===== config.mk =====
export PLATFORM = sky130hd
export DESIGN_NAME = i2c_master_bit_engine
export DESIGN_NICKNAME = d
export VERILOG_FILES = /design/src/rtl/i2cm_pkg.sv /design/src/rtl/i2cm_seq.sv /design/src/rtl/i2c_master_bit_engine.sv
export SDC_FILE = /design/constraint.sdc
export NUM_CORES = 1
export LEC_CHECK = 0
export BUFFER_PORTS_ARGS = -buffer_cell sky130_fd_sc_hd__buf_4
export CORE_MARGIN = 10
export CORE_UTILIZATION = 55
export CTS_CLUSTER_SIZE = 8
export DETAILED_ROUTE_END_ITERATION = 8
export PLACE_DENSITY = 0.79
export SLEW_MARGIN = 20
export SYNTH_ARGS = -nofsm -noshare
export SYNTH_HDL_FRONTEND = slang
export SYNTH_SLANG_ARGS = --single-unit

===== constraint.sdc =====
create_clock -name clk -period 3.12 [get_ports clk]
set_clock_uncertainty 0.05 [all_clocks]
set_input_delay 0.312 -clock clk [delete_from_list [all_inputs] [get_ports clk]]
set_output_delay 0.312 -clock clk [all_outputs]
set_load 0.02 [all_outputs]

===== src/rtl/i2cm_pkg.sv =====
// i2cm_pkg: shared types, codes and helpers of the i2c master bit engine
package i2cm_pkg;

  // request codes carried in req_type
  localparam logic [2:0] REQ_TICK     = 3'd0;
  localparam logic [2:0] REQ_START    = 3'd1;
  localparam logic [2:0] REQ_STOP     = 3'd2;
  localparam logic [2:0] REQ_WRITE    = 3'd3;
  localparam logic [2:0] REQ_WAIT_ACK = 3'd4;
  localparam logic [2:0] REQ_READ     = 3'd5;

  // configuration register indexes (word address bit 2)
  localparam logic REG_TICKS_PER_UNIT = 1'b0;
  localparam logic REG_ACK_TIMEOUT    = 1'b1;

  localparam int unsigned PADDR_W = 3;

  // configuration reset values
  localparam logic [15:0] TICKS_PER_UNIT_RST = 16'd1;
  localparam logic [7:0]  ACK_TIMEOUT_RST    = 8'd250;

  // bus timing segment lengths in delay units
  localparam logic [2:0] UNITS_1 = 3'd1;
  localparam logic [2:0] UNITS_2 = 3'd2;
  localparam logic [2:0] UNITS_5 = 3'd5;
  localparam logic [2:0] UNITS_6 = 3'd6;

  localparam logic [3:0] BITS_PER_BYTE = 4'd8;

  typedef enum logic [3:0] {
    PH_IDLE,
    PH_ST1,
    PH_ST2,
    PH_SP1,
    PH_SP2,
    PH_WR_HI,
    PH_WR_LO,
    PH_AK1,
    PH_AK2,
    PH_AK_POLL,
    PH_RD_LO,
    PH_RD_HI,
    PH_RA_LO,
    PH_RA_HI
  } phase_t;

  // sequencer state
  typedef struct packed {
    phase_t      phase;
    logic [3:0]  bit_count;
    logic [7:0]  shift_byte;
    logic [23:0] delay_count;
    logic [7:0]  poll_count;
    logic        scl;
    logic        sda;
    logic        drive;
    logic        ack_mode;
    logic [7:0]  received_byte;
    logic        error_flag;
  } state_t;

  // one result item
  typedef struct packed {
    logic       scl_level;
    logic       sda_level;
    logic       sda_drive;
    logic       busy;
    logic       done;
    logic [7:0] read_data;
    logic       ack_error;
    logic       rejected;
  } result_t;

  // segment length in ticks: at most 6 * 65535, fits 24 bits
  function automatic logic [23:0] delay_ticks(input logic [2:0] units,
                                              input logic [15:0] tpu);
    logic [18:0] prod;
    prod = 19'(units) * 19'(tpu);
    return 24'(prod);
  endfunction

endpackage


===== src/rtl/i2cm_seq.sv =====
// i2cm_seq: next-state and result logic for one item of the bit engine
module i2cm_seq (
  input  i2cm_pkg::state_t  cur,
  input  logic [2:0]        req_type,
  input  logic [7:0]        data_byte,
  input  logic              send_ack,
  input  logic              sda_sample,
  input  logic [15:0]       ticks_per_unit,
  input  logic [7:0]        ack_timeout,
  output i2cm_pkg::state_t  nxt,
  output i2cm_pkg::result_t res
);

  logic rej;
  logic tick_end;

  // shift out the next data bit with scl high
  function automatic i2cm_pkg::state_t write_bit(input i2cm_pkg::state_t s,
                                                 input logic [15:0] tpu);
    i2cm_pkg::state_t r;
    r            = s;
    r.sda        = s.shift_byte[7];
    r.shift_byte = {s.shift_byte[6:0], 1'b0};
    r.scl        = 1'b1;
    r.delay_count = i2cm_pkg::delay_ticks(i2cm_pkg::UNITS_2, tpu);
    r.phase      = i2cm_pkg::PH_WR_HI;
    return r;
  endfunction

  // stop condition: scl high, sda low, then sda rises
  function automatic i2cm_pkg::state_t begin_stop(input i2cm_pkg::state_t s,
                                                  input logic [15:0] tpu);
    i2cm_pkg::state_t r;
    r             = s;
    r.drive       = 1'b1;
    r.scl         = 1'b1;
    r.sda         = 1'b0;
    r.delay_count = i2cm_pkg::delay_ticks(i2cm_pkg::UNITS_6, tpu);
    r.phase       = i2cm_pkg::PH_SP1;
    return r;
  endfunction

  // one poll of sda during the acknowledge wait
  function automatic i2cm_pkg::state_t poll_ack(input i2cm_pkg::state_t s,
                                                input logic sample,
                                                input logic [7:0] ato,
                                                input logic [15:0] tpu);
    i2cm_pkg::state_t r;
    r = s;
    if (!sample) begin
      r.scl   = 1'b0;
      r.phase = i2cm_pkg::PH_IDLE;
    end else if (s.poll_count >= ato) begin
      r            = begin_stop(s, tpu);
      r.error_flag = 1'b1;
    end else begin
      r.poll_count = s.poll_count + 8'd1;
    end
    return r;
  endfunction

  // actions at the end of a timed segment
  function automatic i2cm_pkg::state_t seg_end(input i2cm_pkg::state_t s,
                                               input logic sample,
                                               input logic [7:0] ato,
                                               input logic [15:0] tpu);
    i2cm_pkg::state_t r;
    r = s;
    unique case (s.phase)
      i2cm_pkg::PH_ST1: begin
        r.sda         = 1'b0;
        r.delay_count = i2cm_pkg::delay_ticks(i2cm_pkg::UNITS_6, tpu);
        r.phase       = i2cm_pkg::PH_ST2;
      end
      i2cm_pkg::PH_ST2: begin
        r.scl   = 1'b0;
        r.phase = i2cm_pkg::PH_IDLE;
      end
      i2cm_pkg::PH_SP1: begin
        r.sda         = 1'b1;
        r.delay_count = i2cm_pkg::delay_ticks(i2cm_pkg::UNITS_6, tpu);
        r.phase       = i2cm_pkg::PH_SP2;
      end
      i2cm_pkg::PH_SP2: begin
        r.phase = i2cm_pkg::PH_IDLE;
      end
      i2cm_pkg::PH_WR_HI: begin
        r.scl         = 1'b0;
        r.delay_count = i2cm_pkg::delay_ticks(i2cm_pkg::UNITS_2, tpu);
        r.phase       = i2cm_pkg::PH_WR_LO;
      end
      i2cm_pkg::PH_WR_LO: begin
        r.bit_count = s.bit_count + 4'd1;
        if (r.bit_count < i2cm_pkg::BITS_PER_BYTE) begin
          r = write_bit(r, tpu);
        end else begin
          r.phase = i2cm_pkg::PH_IDLE;
        end
      end
      i2cm_pkg::PH_AK1: begin
        r.scl         = 1'b1;
        r.delay_count = i2cm_pkg::delay_ticks(i2cm_pkg::UNITS_1, tpu);
        r.phase       = i2cm_pkg::PH_AK2;
      end
      i2cm_pkg::PH_AK2: begin
        r = poll_ack(s, sample, ato, tpu);
        if (r.phase == i2cm_pkg::PH_AK2) begin
          r.phase = i2cm_pkg::PH_AK_POLL;
        end
      end
      i2cm_pkg::PH_RD_LO: begin
        r.scl         = 1'b1;
        r.shift_byte  = {s.shift_byte[6:0], sample};
        r.delay_count = i2cm_pkg::delay_ticks(i2cm_pkg::UNITS_1, tpu);
        r.phase       = i2cm_pkg::PH_RD_HI;
      end
      i2cm_pkg::PH_RD_HI: begin
        r.bit_count   = s.bit_count + 4'd1;
        r.scl         = 1'b0;
        r.delay_count = i2cm_pkg::delay_ticks(i2cm_pkg::UNITS_2, tpu);
        if (r.bit_count < i2cm_pkg::BITS_PER_BYTE) begin
          r.phase = i2cm_pkg::PH_RD_LO;
        end else begin
          r.received_byte = s.shift_byte;
          r.drive         = 1'b1;
          r.sda           = ~s.ack_mode;
          r.phase         = i2cm_pkg::PH_RA_LO;
        end
      end
      i2cm_pkg::PH_RA_LO: begin
        r.scl         = 1'b1;
        r.delay_count = i2cm_pkg::delay_ticks(i2cm_pkg::UNITS_5, tpu);
        r.phase       = i2cm_pkg::PH_RA_HI;
      end
      i2cm_pkg::PH_RA_HI: begin
        r.scl   = 1'b0;
        r.phase = i2cm_pkg::PH_IDLE;
      end
      default: begin
        r.phase = i2cm_pkg::PH_IDLE;
      end
    endcase
    return r;
  endfunction

  // next state
  always_comb begin
    nxt      = cur;
    rej      = 1'b0;
    tick_end = 1'b0;
    unique case (req_type)
      i2cm_pkg::REQ_TICK: begin
        if (cur.phase == i2cm_pkg::PH_AK_POLL) begin
          nxt      = poll_ack(cur, sda_sample, ack_timeout, ticks_per_unit);
          tick_end = 1'b1;
        end else if (cur.phase != i2cm_pkg::PH_IDLE) begin
          tick_end = 1'b1;
          if (cur.delay_count > 24'd1) begin
            nxt.delay_count = cur.delay_count - 24'd1;
          end else begin
            nxt = seg_end(cur, sda_sample, ack_timeout, ticks_per_unit);
          end
        end
      end
      i2cm_pkg::REQ_START, i2cm_pkg::REQ_STOP, i2cm_pkg::REQ_WRITE,
      i2cm_pkg::REQ_WAIT_ACK, i2cm_pkg::REQ_READ: begin
        if (cur.phase != i2cm_pkg::PH_IDLE) begin
          rej = 1'b1;
        end else begin
          nxt.error_flag = 1'b0;
          unique case (req_type)
            i2cm_pkg::REQ_START: begin
              nxt.drive       = 1'b1;
              nxt.sda         = 1'b1;
              nxt.scl         = 1'b1;
              nxt.delay_count = i2cm_pkg::delay_ticks(i2cm_pkg::UNITS_5,
                                                      ticks_per_unit);
              nxt.phase       = i2cm_pkg::PH_ST1;
            end
            i2cm_pkg::REQ_STOP: begin
              nxt = begin_stop(nxt, ticks_per_unit);
            end
            i2cm_pkg::REQ_WRITE: begin
              nxt.drive      = 1'b1;
              nxt.scl        = 1'b0;
              nxt.shift_byte = data_byte;
              nxt.bit_count  = 4'd0;
              nxt            = write_bit(nxt, ticks_per_unit);
            end
            i2cm_pkg::REQ_WAIT_ACK: begin
              nxt.drive       = 1'b0;
              nxt.sda         = 1'b1;
              nxt.poll_count  = 8'd0;
              nxt.delay_count = i2cm_pkg::delay_ticks(i2cm_pkg::UNITS_1,
                                                      ticks_per_unit);
              nxt.phase       = i2cm_pkg::PH_AK1;
            end
            default: begin
              nxt.drive       = 1'b0;
              nxt.scl         = 1'b0;
              nxt.shift_byte  = 8'd0;
              nxt.bit_count   = 4'd0;
              nxt.ack_mode    = send_ack;
              nxt.delay_count = i2cm_pkg::delay_ticks(i2cm_pkg::UNITS_2,
                                                      ticks_per_unit);
              nxt.phase       = i2cm_pkg::PH_RD_LO;
            end
          endcase
        end
      end
      default: begin
        nxt = cur;
      end
    endcase
  end

  // result item seen after the item is applied
  always_comb begin
    res.scl_level = nxt.scl;
    res.sda_level = nxt.drive ? nxt.sda : 1'b1;
    res.sda_drive = nxt.drive;
    res.busy      = (nxt.phase != i2cm_pkg::PH_IDLE);
    res.done      = tick_end && (nxt.phase == i2cm_pkg::PH_IDLE);
    res.read_data = nxt.received_byte;
    res.ack_error = nxt.error_flag;
    res.rejected  = rej;
  end

endmodule


===== src/rtl/i2c_master_bit_engine.sv =====
// i2c_master_bit_engine: i2c master pin sequencer, top level
//
// Input channel (in_*): one item per handshake, either a time tick carrying
// the sampled sda level or a command (start, stop, write byte, wait for
// acknowledge, read byte). Each accepted item yields exactly one result item
// on the output channel (out_*) with the pin levels, busy/done flags, the
// last read byte, the acknowledge error flag and a rejected flag.
// The result of an item is registered and shown in the cycle after the item
// is accepted. Throughput is one item per cycle while in_stall is low; the
// whole step of the sequencer is one pass of logic between the state and the
// result register. While the result register holds an untaken result and
// out_stall is high, in_stall is raised and the state holds; the item being
// taken in the same cycle frees the slot for the next one.
// Bus timing counts tick items: segments of 5, 6, 2 and 1 units, each of
// ticks_per_unit ticks, set over the apb-style port with ack_timeout. The
// user writes configuration only while idle; the block does not enforce it.
// Reset (rst_n low, synchronous) returns the sequencer to idle with scl and
// sda driven high, clears the flags and restores the register defaults.
module i2c_master_bit_engine (
  input  logic                           clk,
  input  logic                           rst_n,
  // input channel
  input  logic                           in_valid,
  output logic                           in_stall,
  input  logic [2:0]                     in_req_type,
  input  logic [7:0]                     in_data_byte,
  input  logic                           in_send_ack,
  input  logic                           in_sda_sample,
  // result channel
  output logic                           out_valid,
  input  logic                           out_stall,
  output logic                           out_scl_level,
  output logic                           out_sda_level,
  output logic                           out_sda_drive,
  output logic                           out_busy_res,
  output logic                           out_done_res,
  output logic [7:0]                     out_read_data,
  output logic                           out_ack_error,
  output logic                           out_rejected,
  // configuration port
  input  logic                           psel,
  input  logic                           penable,
  input  logic                           pwrite,
  input  logic [i2cm_pkg::PADDR_W-1:0]   paddr,
  input  logic [31:0]                    pwdata,
  output logic [31:0]                    prdata,
  output logic                           pready
);

  i2cm_pkg::state_t  state_r;
  i2cm_pkg::state_t  state_nxt;
  i2cm_pkg::result_t res_r;
  i2cm_pkg::result_t res_nxt;
  logic              out_valid_r;
  logic              out_valid_nxt;
  logic [15:0]       tpu_r;
  logic [7:0]        ack_to_r;
  logic              in_acc;
  logic              cfg_wr;

  // handshake
  assign in_stall      = out_valid_r && out_stall;
  assign in_acc        = in_valid && !in_stall;
  assign out_valid_nxt = in_acc || (out_valid_r && out_stall);

  // configuration registers
  assign pready = 1'b1;
  assign cfg_wr = psel && penable && pwrite;

  always_ff @(posedge clk) begin
    if (!rst_n) begin
      tpu_r    <= i2cm_pkg::TICKS_PER_UNIT_RST;
      ack_to_r <= i2cm_pkg::ACK_TIMEOUT_RST;
    end else if (cfg_wr) begin
      if (paddr[2] == i2cm_pkg::REG_TICKS_PER_UNIT) begin
        tpu_r <= pwdata[15:0];
      end else begin
        ack_to_r <= pwdata[7:0];
      end
    end
  end

  always_comb begin
    if (paddr[2] == i2cm_pkg::REG_ACK_TIMEOUT) begin
      prdata = {24'd0, ack_to_r};
    end else begin
      prdata = {16'd0, tpu_r};
    end
  end

  // sequencer step
  i2cm_seq u_seq (
    .cur            (state_r),
    .req_type       (in_req_type),
    .data_byte      (in_data_byte),
    .send_ack       (in_send_ack),
    .sda_sample     (in_sda_sample),
    .ticks_per_unit (tpu_r),
    .ack_timeout    (ack_to_r),
    .nxt            (state_nxt),
    .res            (res_nxt)
  );

  // sequencer state
  always_ff @(posedge clk) begin
    if (!rst_n) begin
      state_r.phase         <= i2cm_pkg::PH_IDLE;
      state_r.bit_count     <= 4'd0;
      state_r.shift_byte    <= 8'd0;
      state_r.delay_count   <= 24'd0;
      state_r.poll_count    <= 8'd0;
      state_r.scl           <= 1'b1;
      state_r.sda           <= 1'b1;
      state_r.drive         <= 1'b1;
      state_r.ack_mode      <= 1'b0;
      state_r.received_byte <= 8'd0;
      state_r.error_flag    <= 1'b0;
    end else if (in_acc) begin
      state_r <= state_nxt;
    end
  end

  // result register
  always_ff @(posedge clk) begin
    if (!rst_n) begin
      out_valid_r <= 1'b0;
    end else begin
      out_valid_r <= out_valid_nxt;
    end
  end

  always_ff @(posedge clk) begin
    if (in_acc) begin
      res_r <= res_nxt;
    end
  end

  assign out_valid     = out_valid_r;
  assign out_scl_level = res_r.scl_level;
  assign out_sda_level = res_r.sda_level;
  assign out_sda_drive = res_r.sda_drive;
  assign out_busy_res  = res_r.busy;
  assign out_done_res  = res_r.done;
  assign out_read_data = res_r.read_data;
  assign out_ack_error = res_r.ack_error;
  assign out_rejected  = res_r.rejected;

endmodule


# --- After elaboration in Yosys (flattened, before gate mapping) ---
# Index checks and enable logic that the tools add are counted.
totals:
  ff_bits: 101
  latch_bits: 0
  ramBits: 0
  romBits: 0
  word_cells: 140
  mem_count: 0
classes:
  addsub: 3
  n_mul: 2
  n_div: 0
  order_cmp: 3
  n_eq_ne: 31
  n_shift: 0
  n_mux: 48
  bitwise_logic: 2
  reduce_logical: 29
op_table:
  columns: ["operator", "n"]
  rows:
  - ["61-bit two-way mux", 3]
  - ["24-bit case mux with 6 select lines", 1]
  - ["61-bit case mux with 2 select lines", 1]
  - ["19-bit case mux with 3 select lines", 1]
  - ["53-bit two-way mux", 1]
  - ["8-bit case mux with 3 select lines", 2]
  - ["44-bit two-way mux", 1]
  - ["40-bit two-way mux", 1]
  - ["4-bit case mux with 9 select lines", 1]
  - ["16-bit two-way mux", 2]
  - ["4-bit equality test (second input constant)", 7]
  - ["4-bit two-way mux", 7]
  - ["24-bit by 1-bit greater-than comparator with 1-bit output (second input constant)", 1]
  - ["24-bit two-way mux", 1]
  - ["8-bit two-way mux", 3]
  - ["12-bit case mux with 2 select lines", 1]
  - ["8-bit AND reduction", 3]
  - ["24-bit by 1-bit subtractor with 24-bit output (second input constant)", 1]
  - ["21-bit two-way mux", 1]
  - ["3-bit by 16-bit multiplier with 19-bit output (first input constant)", 1]
  - ["2-bit by 16-bit multiplier with 18-bit output (first input constant)", 1]
  - ["4-bit case mux with 4 select lines", 1]
  - ["8-bit case mux with 2 select lines", 1]
  - ["13-bit two-way mux", 1]
  - ["other kinds (42)", 74]

# --- Longest topological paths before layout ---
# Gate-level depths: netlist of the first run.
logic_depth:
  ltp_word: 17
  depth_mapped: 15
  ltp_nobuf: 13

# --- Hierarchy ---
# Synthesis of the first run repeated with hierarchy kept, for this count alone.
hier_totals:
  cells_unflattened: 1429
  area_unflattened_um2: 10535.1
modules_own_cells:
  columns: ["module", "n_inst", "cells_per_inst", "area_each_um2"]
  rows:
  - ["i2cm_seq", 1, 1003, 6323.6]
  - ["i2c_master_bit_engine", 1, 426, 4211.5]

# --- Worst setup path before layout of the first run ---
# No wires, ideal clock.
synth_timing:
  kind: "reg2reg"
  from: "register tpu_r[1]"
  to: "register state_r[38] (netlist bit)"
  arrival_time_ps: 2867
  path_slack_ps: 132
  stages_incl_launch_ff: 14
  cell_sequence: "dfxtp_1 -> ha_1 -> ha_1 -> inv_1 -> fa_1 -> nor2b_1 -> o31ai_1 -> a211o_1 -> a21bo_2 -> and3b_1 -> o31ai_1 -> a21oi_1 -> o221ai_1 -> o2bb2ai_1"
synth_between:
  elab_chain_cells: 8
  word_cells_on_any_way: 11
  cone_classes: "mul: 2; mux: 9"
synth_rtl:
  columns: ["element", "line_no", "source"]
  rows:
  - ["start, declared", "i2c_master_bit_engine.sv:56", "logic [15:0] tpu_r;"]
  - ["start signal, assigned", "i2c_master_bit_engine.sv:72", "tpu_r <= i2cm_pkg::TICKS_PER_UNIT_RST;"]
  - ["start signal, assigned", "i2c_master_bit_engine.sv:76", "tpu_r <= pwdata[15:0];"]
  - ["2-bit by 16-bit multiplier with 18-bit output", "i2cm_pkg.sv:78", "prod = 19'(units) * 19'(tpu);"]
  - ["40-bit two-way mux", "i2cm_seq.sv:53", "end else if (s.poll_count >= ato) begin"]
  - ["44-bit two-way mux", "i2cm_seq.sv:50", "if (!sample) begin"]
  - ["24-bit case mux with 6 select lines", "i2cm_seq.sv:69", "unique case (s.phase)"]
  - ["24-bit two-way mux", "i2cm_seq.sv:158", "if (cur.delay_count > 24'd1) begin"]
  - ["61-bit two-way mux", "i2cm_seq.sv:156", "end else if (cur.phase != i2cm_pkg::PH_IDLE) begin"]
  - ["61-bit two-way mux", "i2cm_seq.sv:153", "if (cur.phase == i2cm_pkg::PH_AK_POLL) begin"]
  - ["61-bit case mux with 2 select lines *", "i2cm_seq.sv:151", "unique case (req_type)"]
  - ["end signal, assigned", "i2c_master_bit_engine.sv:119", "state_r <= state_nxt;"]
  - ["end, declared", "i2c_master_bit_engine.sv:50", "i2cm_pkg::state_t state_r;"]
# Every way passes the cells marked *; elsewhere a longest branch is shown, timed or not. The select of a mux whose other input is x is not followed.
# A chain may end at the register's enable or synchronous reset.

# --- Worst setup path after layout of the first run ---
layout_timing:
  from: "register state_r[29] (netlist bit)"
  to: "register state_r[34] (netlist bit)"
layout_between:
  elab_chain_cells: 5
  word_cells_on_any_way: 9
  cone_classes: "add/sub: 1; order compare: 1; eq/ne: 2; mux: 4; reduce/logical: 1"
layout_rtl:
  columns: ["element", "line_no"]
  rows:
  - ["24-bit by 1-bit subtractor with 24-bit output / 24-bit by 1-bit greater-than comparator with 1-bit output (equally long branches)", "i2cm_seq.sv:159, i2cm_seq.sv:158"]
  - ["24-bit two-way mux", "i2cm_seq.sv:158"]
  - ["61-bit two-way mux", "i2cm_seq.sv:156"]
  - ["61-bit two-way mux", "i2cm_seq.sv:153"]
  - ["61-bit case mux with 2 select lines", "i2cm_seq.sv:151"]
# Parallel ways exist; a longest one is shown, timed or not. The select of a mux whose other input is x is not followed.

==> results.py, run 1 <==
metrics = {
    "run_status": {
        "run_status": "complete, no violations",
    },
    "grt": {
        "grt_pass1_vias": 9638,
        "grt_max_degree": 34,
        "grt_overflow": 0,
        "grt_first_pass_wirelength_mm": 50.9,
        "grt_use_total": 0.284,
        "antenna_found_initial": 0,
    },
    "worst_hold_path": {
        "hold_class": "input pin to flip-flop",
        "holdPathEnd": "out_valid",
        "min_from": "in_valid",
        "hold_path_depth": 2,
    },
    "layout": {
        "finalNonFillerCells": 1602,
        "synthToLayoutAreaGrowth_pct": 20.6,
        "nNetsFinal": 1494,
        "antenna_cells": 0,
        "fin_area_um2": 10900,
        "drive_above_1_share": 0.203,
        "final_common_cell": "buf_4",
        "final_cell_mix": "buf_4 (198), nand2_1 (167), a21oi_1 (141), nor2_1 (119), o21ai_0 (84)",
        "fin_util": 0.682,
    },
    "place": {
        "hpwl_mm": 25.2,
        "preCtsSetupSlack_ps": -19.8,
        "io_buffers": 69,
        "dp.cells": 1584,
        "gp_congestion": 1.02,
        "place_area_um2": 10500,
    },
    "worst_setup_path": {
        "critPathCaptureType": "flip-flop",
        "critPathMaxFanout": 8,
        "cp_slowest_stage_delay_ps": 570,
        "reg2reg_slack_ps": 110,
        "cp_data_required_time_ps": 3300,
        "r2r-start": "state_r[29]",
        "slowest_stage": "or4_4",
        "rr_endpoint": "state_r[34]",
        "cp_cell_sequence": "or4_4 -> nor3_4 -> nand4_1 -> buf_4 -> a2111oi_2 -> buf_4 -> nand3_1 -> a31oi_1 -> a21oi_1 -> o31ai_1 -> a21oi_1",
        "reg2reg_depth": 11,
        "critPathKind": "flip-flop to flip-flop",
        "cp.arrival_ps": 3200,
        "cp-start-kind": "flip-flop",
    },
    "pwr": {
        "p_leak_nw": 4.52,
        "swShare": 0.388,
        "clkPwrFrac": 0.291,
        "p_sw_mw": 1.60,
        "power_frac_seq": 0.345,
        "p_int_mw": 2.53,
        "combPwrFrac": 0.363,
        "ir_worst_vdd_mv": 0.315,
        "finalPower_mw": 4.13,
        "p_per_area_nw_per_um2": 378,
    },
    "logic_synthesis": {
        "synthFlopType": "dfxtp_1",
        "avgSynthCellArea_um2": 7.27,
        "synth_edf_count": 15,
        "synth_cell_type_count": 84,
        "async_reset_ff_frac": 0,
        "yosysWarnings": 0,
        "netlist_instances": 1244,
        "ys_ff_latch": 101,
        "seq_area_frac_synth": 0.240,
        "synth_area_um2": 9050,
    },
    "floorplan": {
        "die_y_um": 148,
        "dieWidth_um": 148,
        "die-area_um2": 22000,
        "io_pins": 105,
        "coreArea_um2": 16000,
        "rows": 46,
        "initial_core_util": 0.566,
    },
    "timing": {
        "max-slew-margin-rel": 0.265,
        "whs_ps": 129,
        "tightest_slew_ps": 1100,
        "fin_setup_tns_ps": 0,
        "hold_violations": 0,
        "layout_setup_ws_ps": 106,
        "final.period_utilization": 0.966,
        "fmax_mhz": 332,
        "period_needed_ps": 3010,
        "maxSlewViolCount": 0,
        "setup_violations": 0,
    },
    "clock_network": {
        "clk_path_buf_depth": 2,
        "cts_max_level": 3,
        "cts_tree": "done",
        "cts_buffers": 9,
        "clk_latency_ps": 370,
        "root_buffer": "clkbuf_16",
        "cts_hold_buf": 0,
        "cts_sinks": 101,
        "path_clk_slew_ps": 90,
    },
    "drt": {
        "drt_first_pass_iters": 8,
        "drtIter0Drc": 1182,
        "post-route-drc-count": 0,
        "vias_per_cell": 6.46,
        "ant_nets": 0,
        "vias": 10300,
        "routedWlPerCell_um": 20.5,
        "routed_wl_mm": 32.9,
    },
    "job": {
        "drv_cap": 0,
    },
}
==> power groups by stage <==
| stage | logic [mW] | clock network (mW) | registers (mW) |
|---|---|---|---|
| final | 1.50 | 1.20 | 1.42 |
| after global routing | 1.60 | 1.26 | 1.43 |
| after CTS | 1.44 | 1.21 | 1.42 |
| after detailed placement | 1.43 | 0 | 1.45 |
| after global placement | 1.41 | 0 | 1.45 |
| after floorplan | 0.886 | 0 | 1.46 |
==> layout make-up <==
| type | count | area (um^2) |
|---|---|---|
| Clock inverter | 7 | 91.3 |
| Sequential cell | 101 | 2190 |
| Clock buffer | 9 | 225 |
| Timing Repair Buffer | 201 | 1550 |
| Inverter | 32 | 120 |
| Tap cell | 216 | 270 |
| Multi-Input combinational cell | 1036 | 6470 |
| Fill cell | 1421 | 5090 |
==> cells by family after synthesis <==
kind of cell             count (synthesis)  share of synthesized area
other                                    2                   0.000830
adder cells (fa/ha/maj)                 58                     0.0818
buffers and inverters                  122                     0.0628
AO/OA/AOI/OAI                          430                      0.303
AND/OR/NAND/NOR                        464                      0.240
multiplexers                            27                     0.0324
flip-flops                             101                      0.240
XOR/XNOR                                40                     0.0387
==> sequential cells by signal (all words and copies together) (netlist names) <==
name,cells
state_r,61
tpu_r,16
ack_to_r,8
out_read_data,8
out_ack_error,1
out_busy_res,1
out_done_res,1
out_rejected,1
out_scl_level,1
out_sda_drive,1
out_sda_level,1
out_valid,1
==> timing repair <==
item	4_1_cts	5_1_grt
pin swaps	0	13
buffers inserted	0	2
resized for setup	3	31
endpoints found under the setup margin	4	15
hold endpoints to repair	0	0
==> synth_stat cells, types with 5 or more instances <==
cell type,instances,share of area
edfxtp_1,15,0.050
a222oi_1,5,0.0055
a221oi_1,8,0.0077
o21a_1,11,0.0091
nor4_1,6,0.0041
a31oi_1,14,0.0097
or2_2,5,0.0035
ha_1,56,0.077
xor2_1,14,0.014
a21o_1,14,0.012
buf_2,7,0.0039
nand2_1,167,0.069
nand2b_1,14,0.0097
buf_1,5,0.0021
dfxtp_1,86,0.19
clkbuf_1,55,0.023
nand3b_1,5,0.0041
mux2i_1,9,0.010
inv_1,30,0.012
a211oi_1,15,0.012
nand4_1,13,0.0090
o22ai_1,12,0.0083
nor2b_1,16,0.011
o221ai_1,9,0.0087
a211o_1,6,0.0058
nor3_1,36,0.020
buf_4,19,0.016
o211ai_1,22,0.018
a21oi_1,142,0.079
nand3_1,29,0.016
xnor2_1,26,0.025
o21ai_0,87,0.048
o2111ai_1,9,0.0087
nor2_1,120,0.050
mux2_2,18,0.022
a32oi_1,6,0.0058
a22oi_1,14,0.012
or3_1,20,0.014
and2_1,7,0.0048
o21bai_1,6,0.0050
o31ai_1,9,0.0075
==> worst max-delay path: cells and delay by family, from the launching register on <==
family	cells	cell delay (ps)
AO/OA/AOI/OAI	5	1020
AND/OR/NAND/NOR	4	1090
flip-flops	1	320
buffers and inverters	2	390
==> layer usage <==
| metal | vias up | GRT usage | wire length [um] |
|---|---|---|---|
| met5 | - | 0 | 0 |
| met4 | 0 | 0.0951 | 1110 |
| li1 | 4838 | - | - |
| met2 | 689 | 0.444 | 14600 |
| met3 | 101 | 0.0683 | 3800 |
| met1 | 4718 | 0.375 | 13400 |
==> worst max path at each step <==
stage / slack, ps / cells past startpoint / endpoint / from
global route: -10 / 12 / state_r[38] / tpu_r[4]
floorplan: 130 / 13 / state_r[38] / tpu_r[1]
detailed placement: -20 / 13 / state_r[38] / tpu_r[3]
global placement: 20 / 11 / state_r[34] / state_r[29]
CTS: 0.7 / 12 / out_busy_res / state_r[13]
finish: 110 / 11 / state_r[34] / state_r[29]
(Power assumes the default switching activity.)
==> run 2, diff against run 1 <==
--- a/config.mk
+++ b/config.mk
@@ -11,6 +11,7 @@
 export CTS_CLUSTER_SIZE = 8
 export DETAILED_ROUTE_END_ITERATION = 8
 export PLACE_DENSITY = 0.79
+export SETUP_SLACK_MARGIN = 0.2
 export SLEW_MARGIN = 20
 export SYNTH_ARGS = -nofsm -noshare
 export SYNTH_HDL_FRONTEND = slang
==> run 2 against run 1 <==
Net effect:
- total power increased by 0.72%
- sequential power about the same
- final cell count increased by 0.31%
- non-clock buffer count increased by 5
- worst hold slack got worse by 19 ps
- register-to-register slack improved by 40 ps
- sequential cell count unchanged
- routed wire length increased by 3.5%
- via count increased by 1.0%
- clock power decreased by 5%
- largest power group unchanged
- maximum frequency increased by 1.3%
- largest cell class unchanged
- critical path depth increased by 2
==> results.py, run 2 (synthesis results as in run 1) <==
metrics = {
    "layout": {
        "final_cell_mix": "buf_4 (202), nand2_1 (166), a21oi_1 (130), nor2_1 (117), o21ai_0 (76)",
        "largest_register": "state_r",
        "ff_latch_area_um2": 2200,
        "fin_area_um2": 11200,
        "finalNonFillerCells": 1607,
        "nFillCells": 1388,
        "largest_reg_flops": 61,
        "nNetsFinal": 1499,
        "final_common_cell": "buf_4",
        "drive_above_1_share": 0.242,
        "synthToLayoutAreaGrowth_pct": 23.7,
        "multi_input_area_um2": 6730,
        "antenna_cells": 0,
        "reg_top3": "state_r x61, tpu_r x16",
    },
    "floorplan": {
        "dieWidth_um": 148,
        "die_y_um": 148,
        "die-area_um2": 22000,
        "initial_core_util": 0.566,
        "rows": 46,
        "io_pins": 105,
        "coreArea_um2": 16000,
    },
    "timing": {
        "setup_violations": 0,
        "max-slew-margin-rel": 0.317,
        "maxSlewViolCount": 0,
        "period_needed_ps": 2980,
        "fin_setup_tns_ps": 0,
        "hold_violations": 0,
        "fmax_mhz": 336,
        "final.period_utilization": 0.954,
        "tightest_slew_ps": 1020,
        "rsz0062_at_grt": "true",
    },
    "place": {
        "gp_congestion": 1.02,
        "dp.cells": 1577,
        "io_buffers": 69,
        "place_area_um2": 10400,
        "hpwl_mm": 25.3,
    },
    "worst_setup_path": {
        "cp.arrival_ps": 3220,
        "cp-start-kind": "flip-flop",
        "critPathMaxFanout": 5,
        "cp_cell_sequence": "ha_4 -> ha_4 -> inv_2 -> fa_2 -> nor2b_4 -> o31ai_4 -> a211o_1 -> a21bo_2 -> and3b_1 -> o31ai_4 -> a21oi_1 -> o221ai_1 -> o2bb2ai_1",
        "worst-path-buf-inv": 1,
        "critPathKind": "flip-flop to flip-flop",
        "crit_family": "compound AO/OA/AOI/OAI gates",
        "cp_slowest_stage_delay_ps": 380,
        "slowest_stage": "fa_2",
        "cp_data_required_time_ps": 3370,
        "critPathCaptureType": "flip-flop",
    },
    "grt": {
        "grt_first_pass_wirelength_mm": 52.8,
        "grt_use_total": 0.295,
        "grt_overflow": 0,
        "grt_max_degree": 37,
        "grt_pass1_vias": 9887,
        "antenna_found_initial": 0,
    },
    "drt": {
        "vias": 10500,
        "post-route-drc-count": 0,
        "routed_wl_mm": 34.1,
        "routedWlPerCell_um": 21.2,
        "drt_first_pass_iters": 9,
        "ant_nets": 0,
        "drtIter0Drc": 1515,
        "vias_per_cell": 6.51,
    },
    "pwr": {
        "p_per_area_nw_per_um2": 371,
        "finalPower_mw": 4.16,
        "ir_worst_vdd_mv": 0.324,
        "p_leak_nw": 4.55,
    },
    "run_status": {
        "run_status": "complete, no violations",
    },
    "clock_network": {
        "cts_tree": "done",
        "cts_buffers": 9,
        "path_clk_slew_ps": 80,
        "clk_path_buf_depth": 2,
        "clk_latency_ps": 360,
        "cts_max_level": 3,
        "root_buffer": "clkbuf_16",
        "cts_sinks": 101,
    },
    "worst_hold_path": {
        "hold_class": "input pin to flip-flop",
    },
    "job": {
        "drv_cap": 0,
    },
}
run 2: cell types whose count changed in the layout (fill, tap and decap cells not counted), moves of 3 or more:
cell	change
a21oi_1	-11
a21oi_2	+11
ha_1	-8
o21ai_0	-8
dfxtp_1	-5
o21ai_2	+5
buf_4	+4
clkinv_8	-4
ha_2	+4
ha_4	+4
a211oi_1	-3
dfxtp_4	+3
nor2_2	+3
o21ai_1	+3
run 2: metrics by stage:
step / util / worst slack (ps) / hold WS (ps)
after floorplan: - / 185 / 383
after global placement: 0.652 / 42.4 / 389
after detailed placement: 0.652 / -6.14 / 394
after CTS: 0.677 / 150 / 109
after global routing: 0.700 / 84.7 / 125
final: 0.700 / 144 / 110
run 2: area by class of cell:
cell class	instances	share of cell area
multi-input combinational	1036	0.601
timing repair buffer	206	0.142
clock buffer	10	0.0205
sequential	101	0.196
tap	216	0.0241
inverter	32	0.0107
clock inverter	6	0.00514
run 2: worst paths after layout:
path / startpoint / end / slack, ps / cells after the start
setup / recovery: tpu_r[3] / state_r[38] / 140 / 13
hold / removal: in_valid / out_valid / 110 / 2
setup reg to reg: tpu_r[3] / state_r[38] / 140 / 13
hold reg to reg: state_r[6] / state_r[6] / 410 / 2
run 2: repair_timing:
action | 4_1_cts | 5_1_grt
pin swaps | 10 | 35
gates resized for setup | 23 | 75
setup endpoints to repair | 13 | 32
hold buffers | 0 | 0
setup buffers | 4 | 10
run 2: worst register-to-register path, cell delays in order, from the launching register on:
cell and delay, ps:
dfxtp_4 370, ha_4 270, ha_4 120, inv_2 40
fa_2 380, nor2b_4 160, o31ai_4 100, a211o_1 330
a21bo_2 260, and3b_1 190, o31ai_4 240, a21oi_1 90
o221ai_1 180, o2bb2ai_1 140
run 2: metal layers:
| layer | part of all wire | global-route usage | wire length (um) | vias to the layer above |
|---|---|---|---|---|
| met5 | 0 | 0 | 0 | - |
| met4 | 0.033 | 0.104 | 1130 | 0 |
| met3 | 0.12 | 0.0837 | 4050 | 110 |
| met2 | 0.43 | 0.449 | 14700 | 658 |
| met1 | 0.42 | 0.388 | 14200 | 4838 |
| li1 | - | - | - | 4848 |
run 2: power by group:
part | switching (mW) | total (mW) | internal [mW]
Sequential | 0.0567 | 1.43 | 1.37
Clock | 0.575 | 1.14 | 0.562
Combinational | 0.975 | 1.59 | 0.619
Total | 1.61 | 4.16 | 2.55
